[src/design/gwws_pkg.sv]
package gwws_pkg;

  localparam int MAX_WIDTH = 48;
  localparam int IDX_W     = $clog2(MAX_WIDTH + 1);
  localparam int ADDR_W    = $clog2(MAX_WIDTH);
  localparam int CHAR_W    = 8;
  localparam int CFG_W     = 6;

  localparam logic [CHAR_W-1:0] SPACE_BYTE   = 8'd32;
  localparam logic [CHAR_W-1:0] NEWLINE_BYTE = 8'd10;
  localparam logic [CFG_W-1:0]  WIDTH_RESET  = 6'd32;

  typedef struct packed {
    logic              we;
    logic [ADDR_W-1:0] waddr;
    logic [CHAR_W-1:0] wdata;
    logic              re;
    logic [ADDR_W-1:0] raddr;
  } mem_req_t;

  typedef struct packed {
    logic              valid;
    logic [CHAR_W-1:0] ch;
    logic              last;
  } emit_t;

  // (base + offset) modulo MAX_WIDTH; both operands stay below MAX_WIDTH + 1
  function automatic logic [ADDR_W-1:0] wrap_add(logic [ADDR_W-1:0] base,
                                                 logic [IDX_W-1:0] offset);
    logic [IDX_W:0] sum;
    sum = (IDX_W+1)'(base) + (IDX_W+1)'(offset);
    if (sum >= (IDX_W+1)'(MAX_WIDTH)) begin
      sum = sum - (IDX_W+1)'(MAX_WIDTH);
    end
    return sum[ADDR_W-1:0];
  endfunction

endpackage

[src/design/gwws_ram.sv]
module gwws_ram #(
  parameter int DEPTH  = 48,
  parameter int DATA_W = 8,
  localparam int AW    = $clog2(DEPTH)
) (
  input  logic              clk,
  input  logic              we,
  input  logic [AW-1:0]     waddr,
  input  logic [DATA_W-1:0] wdata,
  input  logic              re,
  input  logic [AW-1:0]     raddr,
  output logic [DATA_W-1:0] rdata
);

  logic [DATA_W-1:0] mem [DEPTH];

  always_ff @(posedge clk) begin
    if (we) begin
      mem[waddr] <= wdata;
    end
  end

  always_ff @(posedge clk) begin
    if (re) begin
      rdata <= mem[raddr];
    end
  end

endmodule

[src/design/gwws_ctrl.sv]
module gwws_ctrl (
  input  logic                          clk,
  input  logic                          rst,
  input  logic                          in_valid,
  output logic                          in_ready,
  input  logic [gwws_pkg::CHAR_W-1:0]   in_char,
  input  logic                          end_of_text,
  input  logic [gwws_pkg::CFG_W-1:0]    line_width,
  output gwws_pkg::mem_req_t            mem_req,
  input  logic [gwws_pkg::CHAR_W-1:0]   mem_rdata,
  input  logic                          out_free,
  output gwws_pkg::emit_t               emit
);

  localparam int IDX_W  = gwws_pkg::IDX_W;
  localparam int ADDR_W = gwws_pkg::ADDR_W;
  localparam int CFG_W  = gwws_pkg::CFG_W;
  localparam logic [IDX_W-1:0] MAX_LEN = IDX_W'(gwws_pkg::MAX_WIDTH);

  typedef enum logic [2:0] {
    S_IDLE,
    S_CHECK,
    S_READ,
    S_LOAD,
    S_NEWLINE
  } state_t;

  state_t            state;
  logic [ADDR_W-1:0] head;      // physical slot of logical index 0
  logic [IDX_W-1:0]  len;
  logic              sp_seen;
  logic [IDX_W-1:0]  sp;
  logic              eot;
  logic              flush;
  logic [IDX_W-1:0]  cnt;
  logic [IDX_W-1:0]  run_len;

  logic [IDX_W-1:0]  w_eff;
  logic [IDX_W-1:0]  rest;
  logic [IDX_W-1:0]  cnt_next;
  logic              run_done;

  always_comb begin
    if (line_width == '0) begin
      w_eff = IDX_W'(1);
    end else if ((CFG_W+1)'(line_width) > (CFG_W+1)'(gwws_pkg::MAX_WIDTH)) begin
      w_eff = MAX_LEN;
    end else begin
      w_eff = IDX_W'(line_width);
    end
  end

  assign rest     = sp_seen ? (len - sp - IDX_W'(1)) : '0;
  assign cnt_next = cnt + IDX_W'(1);
  assign run_done = (cnt_next == run_len);
  assign in_ready = (state == S_IDLE);

  always_comb begin
    mem_req.we    = in_valid && (state == S_IDLE) && (len < MAX_LEN);
    mem_req.waddr = gwws_pkg::wrap_add(head, len);
    mem_req.wdata = in_char;
    mem_req.re    = (state == S_READ);
    mem_req.raddr = gwws_pkg::wrap_add(head, cnt);
  end

  always_comb begin
    emit.valid = 1'b0;
    emit.ch    = gwws_pkg::NEWLINE_BYTE;
    emit.last  = 1'b0;
    if (state == S_LOAD) begin
      emit.valid = out_free;
      emit.ch    = mem_rdata;
      emit.last  = flush && run_done;
    end else if (state == S_NEWLINE) begin
      emit.valid = out_free;
      emit.last  = eot && (rest == '0);
    end
  end

  always_ff @(posedge clk) begin
    if (rst) begin
      state   <= S_IDLE;
      head    <= '0;
      len     <= '0;
      sp_seen <= 1'b0;
      sp      <= '0;
      eot     <= 1'b0;
      flush   <= 1'b0;
      cnt     <= '0;
      run_len <= '0;
    end else begin
      unique case (state)
        S_IDLE: begin
          if (in_valid) begin
            if (len < MAX_LEN) begin
              len <= len + IDX_W'(1);
              if (in_char == gwws_pkg::SPACE_BYTE) begin
                sp_seen <= 1'b1;
                sp      <= len;
              end
            end
            eot   <= end_of_text;
            state <= S_CHECK;
          end
        end
        S_CHECK: begin
          cnt <= '0;
          if (len >= w_eff) begin
            // break: up to the held space, or the whole line
            flush   <= 1'b0;
            run_len <= sp_seen ? sp : len;
            if ((sp_seen && sp == '0) || len == '0) begin
              state <= S_NEWLINE;
            end else begin
              state <= S_READ;
            end
          end else if (eot && len != '0) begin
            flush   <= 1'b1;
            run_len <= len;
            state   <= S_READ;
          end else begin
            state <= S_IDLE;
          end
        end
        S_READ: begin
          state <= S_LOAD;
        end
        S_LOAD: begin
          if (out_free) begin
            cnt <= cnt_next;
            if (run_done) begin
              if (flush) begin
                len     <= '0;
                sp_seen <= 1'b0;
                sp      <= '0;
                state   <= S_IDLE;
              end else begin
                state <= S_NEWLINE;
              end
            end else begin
              state <= S_READ;
            end
          end
        end
        S_NEWLINE: begin
          if (out_free) begin
            // the space itself is dropped; the tail after it stays pending
            if (sp_seen) begin
              head <= gwws_pkg::wrap_add(head, sp + IDX_W'(1));
            end
            len     <= rest;
            sp_seen <= 1'b0;
            sp      <= '0;
            if (eot && rest != '0) begin
              flush   <= 1'b1;
              run_len <= rest;
              cnt     <= '0;
              state   <= S_READ;
            end else begin
              state <= S_IDLE;
            end
          end
        end
        default: state <= S_IDLE;
      endcase
    end
  end

endmodule

[src/design/greedy_word_wrap_stream.sv]
// Channel   Handshake               Payload
// input     in_valid / in_ready     in_char, end_of_text
// output    out_valid / out_ready   out_char, last
// config    cfg_we                  cfg_wdata (line_width)
//
// One item at a time: each input byte is accepted, then line-checked; each
// emitted text byte then takes a line memory read and an output register load,
// and an inserted newline an output register load only, plus any output stall.
// The pending line lives in a 48-entry circular memory; a break moves the
// head pointer past the space instead of shifting bytes.
// Reset is synchronous; it clears the line state and sets line_width to 32.
// No clearing pass: only written entries are ever read.
module greedy_word_wrap_stream (
  input  logic                        clk,
  input  logic                        rst,
  input  logic                        in_valid,
  output logic                        in_ready,
  input  logic [gwws_pkg::CHAR_W-1:0] in_char,
  input  logic                        end_of_text,
  output logic                        out_valid,
  input  logic                        out_ready,
  output logic [gwws_pkg::CHAR_W-1:0] out_char,
  output logic                        last,
  input  logic                        cfg_we,
  input  logic [gwws_pkg::CFG_W-1:0]  cfg_wdata
);

  logic [gwws_pkg::CFG_W-1:0]  line_width;
  gwws_pkg::mem_req_t          mem_req;
  logic [gwws_pkg::CHAR_W-1:0] mem_rdata;
  gwws_pkg::emit_t             emit;
  logic                        out_free;

  always_ff @(posedge clk) begin
    if (rst) begin
      line_width <= gwws_pkg::WIDTH_RESET;
    end else if (cfg_we) begin
      line_width <= cfg_wdata;
    end
  end

  assign out_free = !out_valid || out_ready;

  gwws_ctrl u_ctrl (
    .clk         (clk),
    .rst         (rst),
    .in_valid    (in_valid),
    .in_ready    (in_ready),
    .in_char     (in_char),
    .end_of_text (end_of_text),
    .line_width  (line_width),
    .mem_req     (mem_req),
    .mem_rdata   (mem_rdata),
    .out_free    (out_free),
    .emit        (emit)
  );

  gwws_ram #(
    .DEPTH  (gwws_pkg::MAX_WIDTH),
    .DATA_W (gwws_pkg::CHAR_W)
  ) u_line_ram (
    .clk   (clk),
    .we    (mem_req.we),
    .waddr (mem_req.waddr),
    .wdata (mem_req.wdata),
    .re    (mem_req.re),
    .raddr (mem_req.raddr),
    .rdata (mem_rdata)
  );

  // output register
  always_ff @(posedge clk) begin
    if (rst) begin
      out_valid <= 1'b0;
    end else if (emit.valid) begin
      out_valid <= 1'b1;
    end else if (out_ready) begin
      out_valid <= 1'b0;
    end
  end

  always_ff @(posedge clk) begin
    if (emit.valid) begin
      out_char <= emit.ch;
      last     <= emit.last;
    end
  end

endmodule

[config.mk]
export PLATFORM = sky130hd
export DESIGN_NAME = greedy_word_wrap_stream
export DESIGN_NICKNAME = d
export VERILOG_FILES = /design/src/design/gwws_pkg.sv /design/src/design/gwws_ram.sv /design/src/design/gwws_ctrl.sv /design/src/design/greedy_word_wrap_stream.sv
export SDC_FILE = /design/constraint.sdc
export NUM_CORES = 1
export LEC_CHECK = 0
export BUFFER_PORTS_ARGS = -buffer_cell sky130_fd_sc_hd__buf_2
export CAP_MARGIN = 20
export CORE_MARGIN = 3
export CORE_UTILIZATION = 55
export CTS_CLUSTER_SIZE = 28
export DETAILED_ROUTE_END_ITERATION = 10
export PLACE_DENSITY = 0.73
export SYNTH_ARGS = -nofsm -noshare
export SYNTH_HDL_FRONTEND = slang
export SYNTH_HIERARCHICAL = 1
export SYNTH_SLANG_ARGS = --single-unit
[constraint.sdc]
create_clock -name clk -period 3.9 [get_ports clk]
set_input_delay 0.78 -clock clk [delete_from_list [all_inputs] [get_ports clk]]
set_output_delay 0.78 -clock clk [all_outputs]
set_load 0.05 [all_outputs]
==> results of run 1 <==
## routing by layer
metal	global-route usage [%]	wire, um
met5	0	0
met4	6.470	924
met3	5.200	4006
met2	37.45	21580
met1	34.50	19160
## logic make-up after synthesis
family          Yosys count
mux                     182
buf+inv                 109
simple gates            256
fa+ha+maj                41
compound gates          227
flops                   444
xor+xnor                 20
## worst min path at each step
stage               slack, ns           endpoint  cells after the start              start
floorplan                0.45  u_ctrl/run_len[5]                      2  u_ctrl/run_len[5]
global placement         0.48  u_ctrl/run_len[5]                      2  u_ctrl/run_len[5]
detailed placement       0.48  u_ctrl/run_len[5]                      2  u_ctrl/run_len[5]
CTS                      0.42      line_width[5]                      2       cfg_wdata[5]
global route             0.44      line_width[5]                      2       cfg_wdata[5]
finish                   0.44      line_width[5]                      2       cfg_wdata[5]
## final cells by class
cell class	count	area, sq um	area share (%)
Sequential cell	444	12900	57.94
Multi-Input combinational cell	726	6312	28.35
Clock buffer	53	1241	5.574
Timing Repair Buffer	126	919.6	4.130
Tap cell	455	569.3	2.557
Clock inverter	27	198.9	0.8934
Inverter	33	123.9	0.5563
## cell usage after synthesis, types with 11 or more instances
| cell type | instances |
|---|---|
| buf_6 | 12 |
| a22oi_1 | 33 |
| nand2_1 | 53 |
| a221oi_1 | 19 |
| a211oi_1 | 13 |
| ha_1 | 37 |
| a21oi_1 | 43 |
| nor3_1 | 15 |
| buf_4 | 18 |
| nand3_1 | 18 |
| mux2i_1 | 141 |
| inv_1 | 32 |
| clkbuf_1 | 23 |
| mux4_2 | 40 |
| xnor2_1 | 14 |
| nand2b_1 | 12 |
| buf_2 | 11 |
| dfxtp_1 | 43 |
| edfxtp_1 | 401 |
| nor2_1 | 85 |
| and3_1 | 13 |
| a22o_1 | 23 |
## through the flow
step | cells | cell area, sq um | hold slack [ns] | utilization (%) | setup slack (ns)
6_report | 1864 | 22270 | 0.4371 | 63.99 | 0.2293
5_1_grt | 1864 | 22270 | 0.4357 | 63.99 | -0.03171
4_1_cts | 1863 | 22090 | 0.4160 | 63.49 | 0.01559
3_5_place_dp | 1783 | 20640 | 0.4758 | 59.33 | -0.006946
3_3_place_gp | 1783 | 20640 | 0.4754 | 59.33 | 0.1355
2_1_floorplan | 1279 | 19610 | 0.4465 | - | 0.05363
## repair_timing
action | 4_1_cts | 5_1_grt
endpoints found under the hold margin | 0 | 0
endpoints found under the setup margin | 18 | 367
cloned | 0 | 0
pin swaps | 0 | 1
gates resized for setup | 3 | 47
setup buffers | 0 | 1
## where the power goes
part	leakage (nW)	switching (mW)	internal, mW
Combinational	2.58	0.247	0.108
Sequential	3.94	0.0172	5.21
Clock	0.711	1.74	2.41
==> flow_results.org, run 1 <==
** Setup path
- Reg-to-Reg End :: u_line_ram/rdata[3]
- STA classifies the critical path endpoint as a register.
- At the worst endpoint, the arrival time is around 4 ns.
- Worst-case reg-to-reg path depth :: 16
- Total number of cells along the worst setup path :: 16
- Cell with the largest stage delay on the worst path :: fa_1
- Worst path required time :: approximately 4.2 ns
- Delay of the slowest cell on the worst path :: between 0.4 and 0.5 ns
- Family with the most delay on the worst path :: simple AND/OR/NAND/NOR gates
- Walking the worst path, the cells encountered are buf_4 -> ha_4 -> inv_1 -> fa_1 -> nor2b_1 -> o21ai_0 -> nor3b_1 -> nor2_2 -> ha_1 -> nand2_1 -> nor4_1 -> or4b_4 -> a21oi_4 -> nand2b_1 -> o22ai_1 -> o41ai_2.
- Worst setup path category :: reg2reg
- Along the worst path, the maximum fanout reaches 8.
- STA classifies the critical path startpoint as a register.
- The critical path ends at u_line_ram/rdata[3].
- Together, buffers and inverters on the worst path number 2.
- Tracing the worst setup path back leads to its startpoint at u_ctrl/head[0].
- Worst flop-to-flop path startpoint :: u_ctrl/head[0]
- Setup slack on the worst reg-to-reg path comes out at ~0.23 ns.

** Layout
- Largest registers ranked by flip-flop count :: u_line_ram/mem x384, out_char x8, u_line_ram/rdata x8
- Fraction of layout instances using a drive strength above 1 :: a little over a fifth
- Number of antenna repair diodes :: 0
- Most common library cell in the layout ignoring fill and taps :: edfxtp_1
- Count of nets after finishing :: 1438
- The top cell types in the final layout, fill and taps aside, are 401 x edfxtp_1, 140 x mux2i_1, 90 x buf_4, 64 x nor2_1, 52 x nand2_1.
- The filler cells instantiated in the layout total between 2000 and 2500.
- The register with the most flip-flops in the layout has between 300 and 400 of them.
- Ranked by flip-flop count, first place goes to u_line_ram/mem.
- Area added between synthesis and finish :: 13.57%

** Hold path
- Tightest Hold Check Type :: in2reg

** Clock network
- Counting every sink on the clock net gives 444.
- Cts bufs inserted :: between 40 and 50
- Buffers inserted to repair hold after CTS numbered 0.
- Deepest clock path buffer count :: 3
- H-Tree Depth :: 2
- Clock latency on the worst-skew pair :: between 0.5 and 0.6 ns
- After clock tree synthesis, the clock-pin slew on the worst setup and hold paths is approximately 0.060 ns.
- TritonCTS built the clock tree.
- The root buffer cell chosen for the clock tree is clkbuf_16.

** Placed design
- # port buffers :: 30
- Routability Congestion :: approximately 0.86
- Once detailed placement completed, the half-perimeter wirelength came to slightly below 30000 um.

** Synthesis
- After synthesis, the cell types taking the most area are edfxtp_1 61%, mux2i_1 7.2%, mux4_2 4.6%, dfxtp_1 4.4%, ha_1 2.4%.
- Summed over all instances, the cell type with the most area after synthesis is edfxtp_1.
- The synthesized design contains between 400 and 500 register bits.
- Gate count of the mapped netlist :: 1279
- Count of warnings emitted by yosys :: 6
- After synthesis the cells add up to 19610 sq um.
- Net count after synthesis :: between 1000 and 1500
- In the synthesized netlist the dominant register cell turns out to be edfxtp_1.
- Post-synthesis compound-gate area fraction :: about 9%
- Main combinational cell family by area after synthesis :: multiplexers
- For this run, asynchronously set or reset flops after synthesis account for 0%.
- Synth Area in XOR/XNOR :: less than 1%
- Post-Syn Area per Cell :: between 15 and 20 sq um
- Area fraction of the dominant cell type after synthesis :: roughly three fifths
- In the synthesized netlist, mux cells make up a little under an eighth of the area.
- Of the total synthesized cell area, the portion taken by AND, OR, NAND and NOR gates is roughly 6.6%.
- The share of the Yosys chip area taken by registers is 65.81%.
- In this run, synthesis inferred around 400 flip-flops with an integrated enable.
- Area share of fa/ha/maj cells after synthesis :: 2.770%
- Yosys mapped the design onto 81 distinct sky130hd cell types.

** Drt
- Post-route antenna net violation count :: 0
- Via-to-Cell Ratio :: approximately 6.3
- For this block, the initial DRC count from the detailed router was about 1300.
- Final routed wirelength across all metal layers :: between 40000 and 50000 um
- Routed length per placed instance :: between 20 and 25 um
- The first detailed-routing pass ran for 5 iterations.
- The final route contains around 12000 vias.
- For this run, design rule violations remaining after detail routing come to 0.

** Timing
- Total count of hold-check failures in the final report :: 0
- Headroom to the max-slew limit came out at around 52%.
- Post-route fraction of the period consumed by the critical path :: between 90% and 100%
- For the pin with the worst max-slew slack, the measured transition is 0.7177 ns.
- Setup violations remaining at the end of the flow were counted as 0.
- Summed over all failing endpoints, the final setup total negative slack is 0 ns.
- Setup repair after global routing could not meet its margin everywhere.
- Setup Skew :: between 0.015 and 0.02 ns
- After layout, the minimum clock period comes to roughly 3.7 ns.
- Based on the critical path, the design can be clocked at up to approximately 270 MHz.
- Max-slew violation count :: 0

** Floorplanning
- The initial utilization of the core area, before any placement, comes to a little under three fifths.
- Std-Cell Rows :: about 70
- During I/O placement, the number of pins put on the boundary was 31.
- Die height :: between 150 and 200 um
- The die covers 37950 sq um.
- The region available for standard cell placement spans between 30000 and 40000 sq um.
- Horizontal extent of the die :: around 190 um

** GRT
- The initial antenna violation count came to 0.
- Via count of the first global-routing pass :: 11420
- GRT Resource Usage Total :: 23.92%
- Global-route wire length before repair :: 69490 um
- Largest net degree at the start of global routing :: 49
- After global routing the overflow that remains totals 0.

** Power and ir drop
- Power comes to around 10 mW.
- Worst voltage drop across the vdd grid :: 356.6 uV
- The analysis attributes to cell leakage a power of 7.233 nW.
- Power Density :: between 400 and 500 nW/um^2

** Outcome
- The flow ran to the end, and the final reports show no timing, DRC or antenna violations.

** Run
- Max-cap violations :: 0
Note: power is estimated with default switching activity, not from simulation.
==> run 2, diff against run 1 <==
CTS_BUF_LIST = sky130_fd_sc_hd__clkbuf_4 sky130_fd_sc_hd__clkbuf_8   (was not set)
SYNTH_HIERARCHICAL = not set   (was 1)
==> run 2 against run 1 <==
Against the previous run: sequential share of layout area rose by 1.6 points; largest cell class unchanged; core utilization rose by 0.13 points; non-clock buffer count fell by 16; combinational power fell by 2%; final area fell by 2.7%; routed wire length fell by 4.8%; cell count fell by 7.0%; critical path depth fell by 5; first-iteration DRC count fell by 12%; clock-buffer cell count rose by 35; worst hold slack got worse by 0.034 ns.
==> flow_results.org, run 2 <==
** Setup path
- Worst setup path category :: reg2reg
- Worst R2R Setup Slack :: 0.09 ns (-0.14 ns)
- Highest fanout seen on the critical path :: 8 (unchanged)
- The number of cells on the worst reg-to-reg path is 11 (-5).
- The required time at the worst-slack endpoint is 4.19 ns (-0.04 ns).
- The worst register-to-register path ends at u_line_ram.mem[8][5].
- In this run the critical register-to-register path is launched from u_ctrl.head[0].
- The endpoint arrival time on the critical path is 4.10 ns (+0.10 ns).
- Nature of the critical path startpoint :: register
- Crit path capture type :: register

** Timing
- Remaining max-slew budget at the tightest pin :: 33.30% (-19 points)
- The final count of negative-setup-slack endpoints came to 0 (unchanged).
- Slew at the pin with the worst max-slew slack :: 0.9867 ns (+0.2690 ns)
- The final number of max-transition violations came to 0 (unchanged).
- The worst path setup slack after routing is 0.09413 ns (-0.1352 ns).
- Worst hold margin :: 0.4036 ns (-0.03352 ns)
- Minimum clock period after layout :: 3.806 ns (+0.1352 ns)
- Setup Skew :: 0.03706 ns (+0.01781 ns)
- The maximum clock frequency is 262.8 MHz (-3.6%).
- Unrepaired setup endpoints after global routing :: yes
- The post-route fraction of the period consumed by the critical path was 97.59% (+3.5 points).
- The hold violation total from the final report was 0 (unchanged).

** Layout
- The share of layout cells above drive strength 1 is 28.17% (+6.7 points).
- u_line_ram.mem holds more flip-flops than any other register.
- Largest registers ranked by flip-flop count :: u_line_ram.mem x384, out_char x8, u_line_ram.rdata x8
- The sequential standard cell area was 12900 sq um (unchanged).
- Number of antenna repair diodes :: 0 (unchanged)
- Count of nets after finishing :: 1296 (-9.9%)
- The library cell used most frequently in the layout, excluding fill and tap cells, is edfxtp_1.
- Utilization after layout :: 64.12% (+0.13 points)
- Commonest cells after routing, fill and taps aside :: 401 x edfxtp_1, 120 x mux4_2, 75 x buf_4, 74 x clkbuf_8, 67 x nor2_1
- Area added between synthesis and finish :: 13.93%
- Max FFs per register :: 384 (unchanged)
- The multi-input logic area came to 5902 sq um (-6.5%).
- The number of fill cells came to 2321 (-6.0%).

** Hold path
- The path class of the tightest hold or removal check is in2reg.
- Startpoint of the most critical hold path :: cfg_wdata[5]
- The path with the worst hold slack has its endpoint at line_width[5].
- The number of cells on the worst hold path came to 3 (+1).

** Clock network
- Deepest clock path buffer count :: 3 (unchanged)
- The root buffer cell chosen for the clock tree is clkbuf_8.
- TritonCTS built the clock tree.
- Cells resized by post-CTS repair :: 0 (-3)
- Setup Buffers After CTS :: 0 (unchanged)
- Number of sinks on the clock net :: 444 (unchanged)
- Quantity of hold-fixing buffers added after cts :: 0 (unchanged)
- Clock latency on the worst-skew pair :: 0.60 ns (+0.04 ns)
- Cts bufs inserted :: 71 (+54%)
- H-Tree Depth :: 3 (+1)
- The clock slew seen by the registers of the worst setup and hold paths came to 0.06 ns (about the same).

** Drt
- The post-detailed-route wirelength per cell was 25.08 um (+2.4%).
- The count of nets left with antenna violations after detail routing was 0 (unchanged).
- The initial DRC count came to 1115 (-12%).
- Count of unresolved DRC violations after routing :: 0 (unchanged)
- The count of TritonRoute iterations in the first routing pass was 5 (unchanged).
- Final routed wirelength across all metal layers :: 43460 um (-4.8%)
- The via count normalized by instance count is 6.223 (-1.1%).
- Vias :: 10784 (-8.0%)

** GRT
- The overall global routing resource usage is 24.55% (+0.63 points).
- Total congestion overflow after global routing :: 0 (unchanged)
- Number of antenna violations at the first check in global routing :: 0 (unchanged)
- The maximum number of pins on one net before global-route repair was 49 (unchanged).
- Global-route wire length before repair :: 66670 um (-4.1%)
- The number of global-route vias before repair was 10699 (-6.3%).

** Synthesis
- Area fraction of the dominant cell type after synthesis :: 63.33% (+1.9 points)
- The mean cell area of the mapped netlist was 17.29 sq um (+13%).
- The number of enable-type register cells in the synthesized netlist came to 401 (unchanged).
- After synthesis, the cell types taking the most area are edfxtp_1 63%, mux4_2 14%, dfxtp_1 4.5%, ha_1 2.4%, nor2_1 1.5%.
- Synthesized area :: 19010 sq um (-3.0%)
- The cell count after synthesis is 1100 (-14%).
- Synth Register Bits :: 444 (unchanged)
- The synthesized design spends more area on one cell type than any other, namely edfxtp_1.
- Among all cell types in the netlist, the one instantiated most often is edfxtp_1.
- Proportion of register bits with asynchronous set or reset after synthesis :: 0% (unchanged)
- The net count of the mapped netlist came to 1161 (-13%).
- Count of warnings emitted by yosys :: 0 (-6)
- Dominant synthesized flop cell :: edfxtp_1
- Count of cell types in the netlist :: 64 (-21%)
- By count the netlist is led by 401 x edfxtp_1, 120 x mux4_2, 74 x nor2_1.
- Portion of the post-synthesis area used by sequential elements :: 67.86% (+2.0 points)

** Floorplanning
- The area of the core region is 33780 sq um (-2.9%).
- The starting density of the core came to 56.28% (-0.059 points).
- The floorplan die area is 36840 sq um (-2.9%).
- The number of standard-cell rows in the floorplan was 67 (-1.5%).
- Die height :: 191.9 um (-1.5%)
- Ports placed on the boundary :: 31 (unchanged)
- Horizontal extent of the die :: 191.9 um (-1.5%)

** Placed design
- The placed wire-length estimate came to 28250 um (-5.1%).
- Routability Congestion :: 0.8982 (+4.1%)
- The placement-stage worst setup slack came to 0.09194 ns (+0.09889 ns).
- The number of I/O port buffers was 30 (unchanged).

** Run
- Max-cap violations :: 0 (unchanged)

** Outcome
- The run finished with clean final reports.

** Power and ir drop
- The highest ir drop seen on vdd is 254.9 uV (-29%).
- P_leak :: 7.240 nW (+0.10%)
- Power Density :: 438.9 nW/um^2 (+0.45%)
- Final Total Pwr :: 9.507 mW (-2.3%)
## run 2: cell count changes in the layout (fill, tap and decap cells not counted), moves of 9 or more
cell / before / now
buf_4: 90 / 75
mux4_2: 40 / 120
nor2_2: 11 / 2
clkbuf_4: 0 / 14
inv_1: 32 / 23
clkbuf_8: 0 / 74
clkbuf_16: 49 / 0
a22oi_1: 33 / 0
a221oi_1: 19 / 2
mux2i_1: 140 / 17
o21ai_0: 10 / 23
a22o_1: 23 / 0
## run 2: logic make-up after synthesis
logic type               after synthesis  share of synthesized area, %
adder cells (fa/ha/maj)               41                         2.856
buffers and inverters                 72                         1.573
flip-flops                           444                         67.86
XOR/XNOR                              30                         1.494
AND/OR/NAND/NOR                      213                         5.278
multiplexers                         138                         15.17
AO/OA/AOI/OAI                        162                         5.778
## run 2: cell type report
cell class | instances | share of cell area (%)
well taps | 448 | 2.588
clock inverters | 35 | 1.253
clock buffers | 88 | 5.187
multi-input cells | 584 | 27.24
inverters | 24 | 0.4158
flip-flops and latches | 444 | 59.56
repair buffers | 110 | 3.754
## run 2: worst max-delay path by stage
stage                    from               endpoint  slack, ns  cells after the start
2_1_floorplan   u_ctrl.len[0]   u_line_ram.mem[0][0]       0.11                     11
3_3_place_gp   u_ctrl.head[0]   u_line_ram.mem[8][1]       0.17                     11
3_5_place_dp   u_ctrl.head[0]  u_line_ram.mem[38][5]       0.09                     12
4_1_cts        u_ctrl.head[0]  u_line_ram.mem[33][3]       0.02                     12
5_1_grt        u_ctrl.head[0]  u_line_ram.mem[19][7]      -0.15                     13
6_report       u_ctrl.head[0]   u_line_ram.mem[8][5]       0.09                     11
## run 2: layer usage
| layer | GRT usage, % | part of all wire, % | up-vias |
|---|---|---|---|
| li1 | - | - | 4744 |
| met1 | 35.81 | 42 | 5448 |
| met2 | 38.27 | 48 | 520 |
| met3 | 5.147 | 7.9 | 72 |
| met4 | 6.661 | 2.0 | 0 |
| met5 | 0 | 0 | - |
## run 2: through the flow
stage / setup TNS [ns] / std cells / instance area (sq um)
floorplan: 0 / 1100 / 19010
global placement: 0 / 1610 / 20220
detailed placement: 0 / 1610 / 20220
CTS: 0 / 1733 / 21610
global route: -11.00 / 1733 / 21660
finish: 0 / 1733 / 21660
## run 2: where the power goes
| part | switching (mW) | internal [mW] |
|---|---|---|
| logic | 0.243 | 0.107 |
| clock network | 1.76 | 2.16 |
| registers | 0.0194 | 5.22 |
## run 2: critical path, cell delays in order, from the launching register on
cell     delay [ns]
dfxtp_1        0.37
ha_1           0.24
fa_1           0.49
a21o_1         0.18
a21oi_1        0.22
xnor2_1        0.12
ha_1           0.20
and3_1         0.20
a221o_1        0.35
or4_1          0.65
a21oi_2        0.29
buf_4          0.19
